<file path="config.mk">
export PLATFORM = sky130hd
export DESIGN_NAME = fdpf_cell
export DESIGN_NICKNAME = d
export VERILOG_FILES = /design/src/sv/fdpf_pkg.sv /design/src/sv/fdpf_cell.sv
export SDC_FILE = /design/constraint.sdc
export NUM_CORES = 1
export LEC_CHECK = 0
export BUFFER_PORTS_ARGS = -buffer_cell sky130_fd_sc_hd__buf_2
export CORE_ASPECT_RATIO = 1.2
export CORE_MARGIN = 1
export CORE_UTILIZATION = 38
export CTS_BUF_LIST = sky130_fd_sc_hd__clkbuf_4 sky130_fd_sc_hd__clkbuf_8
export DETAILED_ROUTE_END_ITERATION = 10
export PLACE_DENSITY = 0.8
export SYNTH_ARGS = -nofsm -noshare
export SYNTH_HDL_FRONTEND = slang
export SYNTH_SLANG_ARGS = --single-unit
</file>
<file path="constraint.sdc">
create_clock -name clk -period 2.1 [get_ports clk]
set_input_delay 0.315 -clock clk [delete_from_list [all_inputs] [get_ports clk]]
set_output_delay 0.315 -clock clk [all_outputs]
set_load 0.005 [all_outputs]
</file>
<file path="src/sv/fdpf_pkg.sv">
// Package for the fixed distance pair finder.
// Holds command, status and register codes and the controller state type.
// No dependencies.
`timescale 1ns / 1ps

package fdpf_pkg;

  // Width of the configuration registers and of the index fields.
  localparam int CFG_W = 17;
  localparam int IDX_W = 6;
  // Width of the squared distance bounds.
  localparam int BND_W = 36;

  // Configuration register indexes.
  localparam logic REG_PAIR_DIST = 1'b0;
  localparam logic REG_TOL       = 1'b1;

  typedef enum logic [1:0] {
    CMD_LOAD  = 2'd0,
    CMD_QUERY = 2'd1,
    CMD_CLEAR = 2'd2,
    CMD_NOP   = 2'd3
  } cmd_t;

  typedef enum logic [1:0] {
    ST_PAIR      = 2'd0,
    ST_NO_PAIR   = 2'd1,
    ST_FULL      = 2'd2,
    ST_BAD_INDEX = 2'd3
  } status_t;

  typedef enum logic [2:0] {
    S_IDLE,
    S_FIND,
    S_WALK,
    S_DRAIN,
    S_FINISH
  } state_t;

endpackage

</file>
<file path="src/sv/fdpf_cell.sv">
// One storage cell of the point chain.
// Holds one packed point and hands it to its neighbor when the chain rotates.
// Depends on fdpf_pkg.
`timescale 1ns / 1ps

module fdpf_cell
  import fdpf_pkg::*;
#(
  parameter int PW = 48
) (
  input  logic          clk,
  input  logic          shift_en,
  input  logic [PW-1:0] shift_in,
  input  logic          load_en,
  input  logic [PW-1:0] load_pt,
  output logic [PW-1:0] pt_out
);

  logic [PW-1:0] pt_r;

  // Rotation has priority; loads only happen while the chain is at rest.
  always_ff @(posedge clk) begin
    if (shift_en) begin
      pt_r <= shift_in;
    end else if (load_en) begin
      pt_r <= load_pt;
    end
  end

  assign pt_out = pt_r;

endmodule

</file>
Word level (Yosys, flattened, before mapping) --
Index checks and enable logic that the tools add are counted.
Word-level totals: memories 0, flip-flop bits (word level) 48, logic and storage cells 4, memory bits (read-only) 0, latch bits 0, input port bits 99, memory bits (writable) 0, output and inout bits 48
Operators by class: $mul 0, bitwise gates (word level) 0, $lt $le $gt $ge 0, div/mod/pow operators 0, shift operators 0, add/sub/neg operators 0, mux-type cells 2, reductions and logical operators 1, eq/ne operators 0
Operator list (number):
- 48-bit two-way mux | 2
- 2-bit nonzero test | 1

Depth between registers and ports, before layout --
word-level depth 2, depth in mapped cells 3, depth with buffers taken out 1

Worst setup path before layout --
No wires, ideal clock.
path kind in2reg, start point input shift_en, end point register pt_r[0], in the netlist pt_out[0] (enable), stages on the path 3, setup time 0.408 ns, arrival time 1.709 ns, path slack -0.017 ns, cells stage by stage buf_6 buf_6 or2_1
Between the ends: cells in the longest elaborated chain, start to end 1
Ends and longest elaborated chain:
- from (decl) | RTL line fdpf_cell.sv:12 | input logic shift_en,
- 2-bit nonzero test (no source line)
- to (signal assigned) | RTL line fdpf_cell.sv:24 | pt_r <= shift_in;
- to (signal assigned) | RTL line fdpf_cell.sv:26 | pt_r <= load_pt;
- to (decl) | RTL line fdpf_cell.sv:19 | logic [PW-1:0] pt_r;
No other way between the ends. A chain may end at the register's enable or synchronous reset.

Worst setup path in the final report --
start point register pt_r[18], in the netlist pt_out[18], end point output pt_out[18]
RTL lines:
- to (decl) | RTL line fdpf_cell.sv:16 | output logic [PW-1:0] pt_out
No word-level cell between the ends.

==> impl_metrics.json <==
{
  "synthFlopType": "edfxtp_1",
  "power_frac_seq_pct": 57.8,
  "drv_slew": 0,
  "yosysTopAreaCell": "edfxtp_1",
  "async_flop_share_pct": 0,
  "clkSlewWorstSetupHoldPaths_ns": 0.09,
  "synth_edf_count": 48,
  "dpl.hpwl_um": 3440,
  "drive_gt1_share_pct": 80.8,
  "drc": 0,
  "ios": 147,
  "antenna_cells": 0,
  "portBuffers": 146,
  "p_total_mw": 2.07,
  "synth.most_common_cell": "edfxtp_1",
  "synthDistinctLibCells": 6,
  "nNetsFinal": 353,
  "tightest_slew_ns": 0.391,
  "syn2layout_area_growth_pct": 42.6,
  "yosysSeqAreaShare_pct": 69.7,
  "firstDrtPassIters": 4,
  "postCtsSetupBuffers": 0,
  "arrival_ns": 0.84,
  "hold_viol": 0,
  "ctsHoldBuffers": 0,
  "p_clk_share_pct": 25.9,
  "endpoint_kind": "primary output",
  "slew_headroom_pct": 73.9,
  "synth-seq-cells": 48,
  "grt_pass1_wl_um": 6640,
  "yosysTopAreaCellShare_pct": 69.7,
  "final_core_util_pct": 56.0,
  "path_delay_family": "flip-flops",
  "grt_pass1_vias": 1505,
  "drt-vias-per-instance": 4.65,
  "die_x_um": 69.3,
  "overflow": 0,
  "internal_power_mw": 1.61,
  "vdd_ir_drop_max_mv": 0.471,
  "post_cts_resized": 0,
  "cts_sinks": 48,
  "worstPathBufferInverterCount": 1,
  "htree_num_levels": 2,
  "cts_tree": "built",
  "crit_type": "reg -> out",
  "cp_max_fo": 1,
  "dieArea_mm2": 0.00574,
  "setup_viol": 0,
  "grt_max_degree": 33,
  "power_per_cell_area_mw_per_mm2": 703,
  "status": "completed",
  "place.gp.congestion": 0.778,
  "num_rows": 29,
  "antenna_found_initial": 0,
  "clockBufferDepth": 2,
  "drt_iter0_markers": 62,
  "cpMaxStageDelayCell": "edfxtp_1",
  "wl_per_cell_um": 13.6,
  "ys_warn_count": 0,
  "cts-root-buf": "clkbuf_8",
  "slowest_delay_ns": 0.40,
  "ant_nets": 0,
  "design.core.area_mm2": 0.00526,
  "synthTopCellsByCount": "48 x edfxtp_1, 39 x mux2_2, 9 x mux2_4, 3 x buf_4, 2 x buf_6",
  "whs_ns": 0.312,
  "swShare_pct": 22.2,
  "setup-tns-final_ns": 0,
  "syn-instance-count": 102,
  "min_period_over_period_pct": 55.2,
  "hold_class": "in -> reg",
  "p_leak_nw": 1.36,
  "largest_register_ffs": 48,
  "cts_buffers": 5,
  "syn_avg_cell_area_um2": 20.3,
  "fp.dieH_um": 82.8,
  "post-route-min-period_ns": 1.16,
  "rsz0062_at_grt": "no",
  "routed_wl_um": 4320,
  "pre_cts_ws_ns": 0.654,
  "grtUsageTotal_pct": 15.2,
  "ys_top_cells_by_area": "edfxtp_1 70%, mux2_2 21%, mux2_4 6.5%, buf_4 1.1%, buf_6 1.1%",
  "vias": 1474,
  "net-switching-power_mw": 0.460,
  "initial_core_util_pct": 39.3,
  "synth.cell_area_mm2": 0.00207,
  "p_comb_share_pct": 16.2,
  "critical_path_required_ns": 1.78,
  "startpoint_type": "register",
  "setup_ws_ns": 0.941,
  "drv_cap": 0,
  "synth_nets": 201,
  "fmax_ghz": 0.863,
  "path_cells": "buf_2"
}
## metal layers
layer	part of all wire (%)	GRT usage, %
met5	0	0
met4	2.6	8.57
met3	7.7	4.83
met2	53	27.8
met1	36	15.6
## logic make-up (layout without fill, tap and decap cells)
group	count (synthesis)	in the layout	share of synthesized area [%]
simple gates	1	1	0.303
buf+inv	5	158	2.18
mux	48	48	27.8
flops	48	48	69.7
## worst paths after layout
check / start / end / cells past startpoint
max: pt_out[18] / pt_out[18] / 1
min: load_pt[14] / pt_out[14] / 2
## cell type report
| cell class | count | area, µm² |
|---|---|---|
| clock buffers | 5 | 68.8 |
| flip-flops and latches | 48 | 1440 |
| multi-input cells | 49 | 581 |
| clock inverters | 3 | 17.5 |
| repair buffers | 150 | 761 |
| fillers | 454 | 2310 |
| well taps | 62 | 77.6 |
## cells in the final DEF, fill, tap and decap left out, drive strengths merged
master,count
buf,150
edfxtp,48
mux2,48
clkbuf,5
clkinv,2
or2,1
inv,1
## power by group through the flow
| stage | Combinational [mW] | Clock, mW | Sequential [mW] |
|---|---|---|---|
| floorplan | 0.118 | 0 | 1.24 |
| global placement | 0.337 | 0 | 1.22 |
| detailed placement | 0.342 | 0 | 1.22 |
| CTS | 0.343 | 0.566 | 1.20 |
| global route | 0.369 | 0.601 | 1.21 |
| finish | 0.337 | 0.537 | 1.20 |
## stage by stage
stage	instances	cell area [µm²]
after global placement	309	2860
after floorplan	102	2070
after CTS	317	2950
final	317	2950
after detailed placement	309	2860
after global routing	317	2950
Power figures use the tool's default switching activity.
