$ cat src/sv/fdpf_pkg.sv
// Package for the fixed distance pair finder.
// Holds command, status and register codes and the controller state type.
// No dependencies.
`timescale 1ns / 1ps

package fdpf_pkg;

  // Width of the configuration registers and of the index fields.
  localparam int CFG_W = 17;
  localparam int IDX_W = 6;
  // Width of the squared distance bounds.
  localparam int BND_W = 36;

  // Configuration register indexes.
  localparam logic REG_PAIR_DIST = 1'b0;
  localparam logic REG_TOL       = 1'b1;

  typedef enum logic [1:0] {
    CMD_LOAD  = 2'd0,
    CMD_QUERY = 2'd1,
    CMD_CLEAR = 2'd2,
    CMD_NOP   = 2'd3
  } cmd_t;

  typedef enum logic [1:0] {
    ST_PAIR      = 2'd0,
    ST_NO_PAIR   = 2'd1,
    ST_FULL      = 2'd2,
    ST_BAD_INDEX = 2'd3
  } status_t;

  typedef enum logic [2:0] {
    S_IDLE,
    S_FIND,
    S_WALK,
    S_DRAIN,
    S_FINISH
  } state_t;

endpackage

$ cat src/sv/fdpf_dist.sv
// Three-stage squared distance unit with the window compare.
// Stage one takes absolute differences, stage two squares, stage three sums and compares.
// Depends on fdpf_pkg.
`timescale 1ns / 1ps

module fdpf_dist
  import fdpf_pkg::*;
#(
  parameter int CB = 16,
  parameter int IW = 6
) (
  input  logic            clk,
  input  logic            rst_n,
  input  logic            en,
  input  logic            in_v,
  input  logic [IW-1:0]   in_idx,
  input  logic [3*CB-1:0] pa,
  input  logic [3*CB-1:0] pb,
  input  logic [BND_W-1:0] lo2,
  input  logic [BND_W-1:0] hi2,
  output logic            hit_v,
  output logic [IW-1:0]   hit_idx
);

  localparam int SQW  = 2 * CB;
  localparam int SW   = SQW + 2;
  localparam int CMPW = (SW > BND_W) ? SW : BND_W;

  logic [CB-1:0]  mag_nxt [3];
  logic [CB-1:0]  mag_r   [3];
  logic [SQW-1:0] sq_r    [3];
  logic           v1_r, v2_r, hit_v_r;
  logic [IW-1:0]  i1_r, i2_r, hit_idx_r;
  logic [SW-1:0]  sum;
  logic [CMPW-1:0] sum_x, lo_x, hi_x;

  // Absolute coordinate differences.
  always_comb begin
    logic signed [CB:0] df;
    logic        [CB:0] ng;
    for (int k = 0; k < 3; k++) begin
      df = $signed({pa[k*CB+CB-1], pa[k*CB +: CB]}) - $signed({pb[k*CB+CB-1], pb[k*CB +: CB]});
      ng = -df;
      mag_nxt[k] = df[CB] ? ng[CB-1:0] : df[CB-1:0];
    end
  end

  // Sum of squares and window test.
  assign sum   = {2'b00, sq_r[0]} + {2'b00, sq_r[1]} + {2'b00, sq_r[2]};
  assign sum_x = CMPW'(sum);
  assign lo_x  = CMPW'(lo2);
  assign hi_x  = CMPW'(hi2);

  // Control bits of the three stages.
  always_ff @(posedge clk) begin
    if (!rst_n) begin
      v1_r    <= 1'b0;
      v2_r    <= 1'b0;
      hit_v_r <= 1'b0;
    end else if (en) begin
      v1_r    <= in_v;
      v2_r    <= v1_r;
      hit_v_r <= v2_r && (sum_x >= lo_x) && (sum_x <= hi_x);
    end
  end

  // Payload of the three stages.
  always_ff @(posedge clk) begin
    if (en) begin
      i1_r      <= in_idx;
      i2_r      <= i1_r;
      hit_idx_r <= i2_r;
      for (int k = 0; k < 3; k++) begin
        mag_r[k] <= mag_nxt[k];
        sq_r[k]  <= mag_r[k] * mag_r[k];
      end
    end
  end

  assign hit_v   = hit_v_r;
  assign hit_idx = hit_idx_r;

endmodule

$ cat config.mk
export PLATFORM = sky130hd
export DESIGN_NAME = fdpf_dist
export DESIGN_NICKNAME = d
export VERILOG_FILES = /design/src/sv/fdpf_pkg.sv /design/src/sv/fdpf_dist.sv
export SDC_FILE = /design/constraint.sdc
export NUM_CORES = 2
export LEC_CHECK = 0
export ABC_CLOCK_PERIOD_IN_PS = 6690
export BUFFER_PORTS_ARGS = -buffer_cell sky130_fd_sc_hd__buf_2
export CAP_MARGIN = 20
export CORE_AREA = 5 5 247 249
export CTS_CLUSTER_SIZE = 40
export DETAILED_ROUTE_END_ITERATION = 10
export DIE_AREA = 0 0 252 254
export GPL_TIMING_DRIVEN = 1
export PLACE_DENSITY = 0.8
export SLEW_MARGIN = 20
export SYNTH_ARGS = -nofsm -noshare
export SYNTH_HDL_FRONTEND = slang
export SYNTH_SLANG_ARGS = --single-unit
$ cat constraint.sdc
create_clock -name clk -period 6.69 [get_ports clk]
set_input_delay 0.669 -clock clk [delete_from_list [all_inputs] [get_ports clk]]
set_output_delay 0.669 -clock clk [all_outputs]
set_load 0.05 [all_outputs]
After elaboration in Yosys (flattened, before gate mapping)
Memory sizes are Yosys's and may differ from the RTL's.
Index checks and enable logic that the tools add are counted.
{"block": "totals", "regBits": 21, "latch_bits": 0, "mem_bits_rw": 144, "romBits": 0, "word_cells": 28, "memories": 2}
{"block": "classes", "addsub": 8, "multipliers": 3, "n_div": 0, "n_lt_le_gt_ge": 2, "n_eq_ne": 0, "shifts": 0, "n_mux": 5, "bitwise_logic": 0, "n_reduce_logical": 2}
{"name": "sq_r", "depth": 3, "word_bits": 32, "rd": 3, "rd_ports_with_merged_regs": 0, "write_ports": 3, "line_no": "fdpf_dist.sv:31", "rtl": "logic [SQW-1:0] sq_r [3];"}
{"name": "mag_r", "depth": 3, "word_bits": 16, "rd": 3, "rd_ports_with_merged_regs": 0, "write_ports": 3, "line_no": "fdpf_dist.sv:30", "rtl": "logic [CB-1:0] mag_r [3];"}
{"operator": "16-bit by 16-bit multiplier with 32-bit output", "n": 3}
{"operator": "16-bit by 16-bit subtractor with 17-bit output", "n": 3}
{"operator": "16-bit two-way mux", "n": 3}
{"operator": "16-bit negator", "n": 3}
{"operator": "34-bit by 36-bit >= comparator with 1-bit output", "n": 1}
{"operator": "34-bit by 36-bit <= comparator with 1-bit output", "n": 1}
{"operator": "33-bit by 32-bit adder with 34-bit output", "n": 1}
{"operator": "32-bit by 32-bit adder with 33-bit output", "n": 1}
{"operator": "1-bit logical AND", "n": 2}
{"operator": "1-bit two-way mux", "n": 2}

Depth between registers and ports, before layout
An unclocked memory read counts as a cell.
{"block": "logic_depth", "word_depth": 6, "ltp_mapped": 25, "ltp_nobuf": 24}

Worst setup path after synthesis
No wires, ideal clock.
{"block": "synth_timing", "path_kind": "register to register", "start": "mem mag_r[1][4], in the netlist mag_r[0][20]", "end": "mem sq_r[0][60] (netlist name) (data pin)", "setup_time_ns": 0.139, "arrival_ns": 6.458, "t_required_ns": 6.551, "path_slack_ns": 0.093, "stages_incl_launch_ff": 23, "path_cell_list": "edfxtp_1 -> clkbuf_1 -> clkbuf_1 -> nand2_1 -> fa_1 -> fa_1 -> inv_1 -> fa_1 -> fa_1 -> fa_1 -> inv_1 -> fa_1 -> inv_1 -> ha_1 -> a21o_1 -> a21o_1 -> a21o_1 -> nor3_1 -> o31ai_1 -> a2111oi_0 -> o31ai_1 -> or4b_1 -> nand4b_1"}
{"element": "from (decl)", "line_no": "fdpf_dist.sv:30"}
{"element": "to (decl)", "line_no": "fdpf_dist.sv:31"}

==> metrics.txt <==
sequential cell area 4835 um^2; worst-margin pin slew 0.8342 ns; r2r startpoint mag_r[0][19]$_DFFE_PP_; RR Endpoint sq_r[0][60]$_DFFE_PP_; top area cells in the synthesized netlist fa_1 (31%), ha_1 (17%), edfxtp_1 (14%), inv_1 (10%), xnor2_1 (3.8%); Initial Util 58.21%; register bit count reported by yosys 162; Hold Path End i1_r[5]$_DFFE_PP_; first-pass GRT wire length between 100000 and 150000 um; Top Ports 185; Synth Area in XOR/XNOR 4.912%; Place WS 0.1072 ns; share of cells above drive strength 1 under 10%; total wire length 74930 um; R2R depth 22; Critical Path RT 7.03 ns; dpl hpwl 64270 um; synth cell count leaders inv_1 (907), fa_1 (521), ha_1 (456); most common cell in the netlist inv_1; vias in the first global route 26030; multi-input combinational cell area ~26000 um^2; Vias/cell 5.408; worst skew pair latency 0.49 ns; fin nets 5051; Worst setup SP type flip-flop; hold_buf cts 0; WL/cell 16.01 um; Overflow after GRT 0; H-tree depth 4; Global Route Usage Sum roughly a quarter; Mapped Cells 3668; drt pass-1 iters 7; clock-pin slew on the worst setup and hold paths 0.07 ns; Yosys Warn Count 0; Vias ~25000; initial antenna violation count 1; simple-gate portion of the synthesized area 11.60%; Max Slew Vio Count 0; largest net degree at the start of global routing 126; CP Max Fanout 6; Fin. Hold Viols 0; Post-Synthesis Cell Area 34030 um^2; Remaining DRCs 0; Die Span X roughly 250 um; ANT cells 0; die area ~64000 um^2; PortBufs 184; Layout fillers around 4800; Placer Congestion 0.9202; num rows 89; Finish-stage setup viols 0; hold_sp in_idx[5]; Core ar. 58460 um^2; Final WS setup about 0.2 ns; Post-Synth Adder-Cell Area 47.41%; post-synth top area share between 30% and 40%; clk_skew about 0.017 ns; Die Y around 250 um; Fmax ~150 MHz; Num CTS Buffers 17; critical path data arrival time 6.83 ns; asr flop ratio synth 0%; # Max-Cap Violations 0; hold depth 1; Tmin final 6.490 ns; sequential share of the synthesized area 14.21%; Slew HR 43.51%; dominant cell type by area after synthesis fa_1; crit path capture type flip-flop; critical path class reg -> reg; CTS max path bufs 2; CTS Sinks 162; Post-synth EDFFs 159; clock root buffer clkbuf_16; final worst-path cycle share between 90% and 100%; CTS tree built; Area Overhead vs Synth 8.835%; Mean Syn Cell Area 9.278 um^2; post-synthesis mux area share 0.4301%; count of cell types in the netlist between 80 and 90; Routed Antenna Nets 0; R2R Setup Slk approximately 0.20 ns; Compound-Gate Fraction of Synth Area between 10% and 20%; worst hold path type in -> reg; status complete, no violations; initial DRC count 1709; top_reg_cell synth edfxtp_1; largest family of logic cells by synthesized area adder cells
==> final cells by class <==
| class | instances | share of cell area (%) |
|---|---|---|
| Multi-Input combinational cell | 2529 | 69.11 |
| Sequential cell | 162 | 13.05 |
| Inverter | 907 | 9.192 |
| Timing Repair Buffer | 279 | 4.489 |
| Tap cell | 773 | 2.611 |
| Clock buffer | 17 | 1.149 |
| Clock inverter | 14 | 0.3952 |
==> worst max-delay path: stages, from the launching register on <==
cell,delay [ns]
edfxtp_1,0.50
and2_1,0.24
fa_1,0.53
inv_1,0.05
fa_1,0.53
inv_1,0.07
fa_1,0.42
fa_1,0.52
fa_1,0.55
inv_1,0.05
fa_1,0.48
inv_1,0.04
ha_1,0.29
a21o_1,0.17
a21o_1,0.17
a21o_1,0.21
nor3_2,0.17
o31ai_2,0.13
a2111oi_2,0.30
buf_4,0.20
o31ai_4,0.09
or4b_1,0.52
nand4b_1,0.13
==> kinds of logic after synthesis <==
| kind of cell | count (synthesis) |
|---|---|
| adders and majority gates | 977 |
| AOI/OAI and AO/OA | 533 |
| muxes | 14 |
| other | 1 |
| DFF | 162 |
| xor gates and xnor gates | 190 |
| and+or+nand+nor | 812 |
| buffers and inverters | 979 |
==> layer usage <==
layer	track usage (%)	share of wire, %	wire [um]
met5	0	0.027	20
met4	8.778	3.4	2537
met3	3.869	5.8	4311
met2	40.33	48	36170
met1	31.49	43	31890
==> registers in the layout, indices dropped and copies added, names as in the netlist <==
register / cells
hit_idx: 6
hit_v: 1
i1_r: 6
i2_r: 6
mag_r: 48
sq_r: 93
v1_r: 1
v2_r: 1
==> metrics by stage <==
step           cell area [um^2]  TNS [ns]  std cells  hold WS [ns]  utilization (%)
2_1_floorplan             34040         0       3670        0.4003                -
3_3_place_gp              36170         0       4622        0.4001            61.87
3_5_place_dp              36170         0       4622        0.4052            61.87
4_1_cts                   36740         0       4653        0.3192            62.85
5_1_grt                   37040  -0.05892       4681        0.3354            63.36
6_report                  37040         0       4681        0.3552            63.36
==> worst max-delay path by stage <==
| stage | to | start | cells past startpoint |
|---|---|---|---|
| after floorplan | sq_r[0][60]$_DFFE_PP_ | mag_r[0][20]$_DFFE_PP_ | 22 |
| after global placement | sq_r[0][62]$_DFFE_PP_ | mag_r[0][24]$_DFFE_PP_ | 25 |
| after detailed placement | sq_r[0][62]$_DFFE_PP_ | mag_r[0][24]$_DFFE_PP_ | 25 |
| after CTS | sq_r[0][60]$_DFFE_PP_ | mag_r[0][21]$_DFFE_PP_ | 22 |
| after global routing | sq_r[0][61]$_DFFE_PP_ | mag_r[0][18]$_DFFE_PP_ | 23 |
| final | sq_r[0][60]$_DFFE_PP_ | mag_r[0][19]$_DFFE_PP_ | 22 |
==> layout by cell type, fill, tap and decap left out, drive strengths merged, types with 17 or more instances in the layout <==
master  instances
nand4          24
o21ai          84
nand2         295
fa            521
or3            18
and2          116
nand3          37
nor3           36
o21bai         26
inv           915
ha            456
nor2          149
edfxtp        159
xnor2         146
a211oi         26
nand2b         32
buf           278
nor2b          36
o21a           30
clkbuf         18
xor2           44
o31ai          17
a21oi         139
or2            21
a21o           85
==> timing repair <==
item / in CTS / in global routing
setup buffers: 0 / 28
gates resized for setup: 0 / 19
setup endpoints to repair: 0 / 16
Power is left out: the tool's default activity adds up to more than one toggle a clock period on the data nets, which glitch-free logic cannot reach.
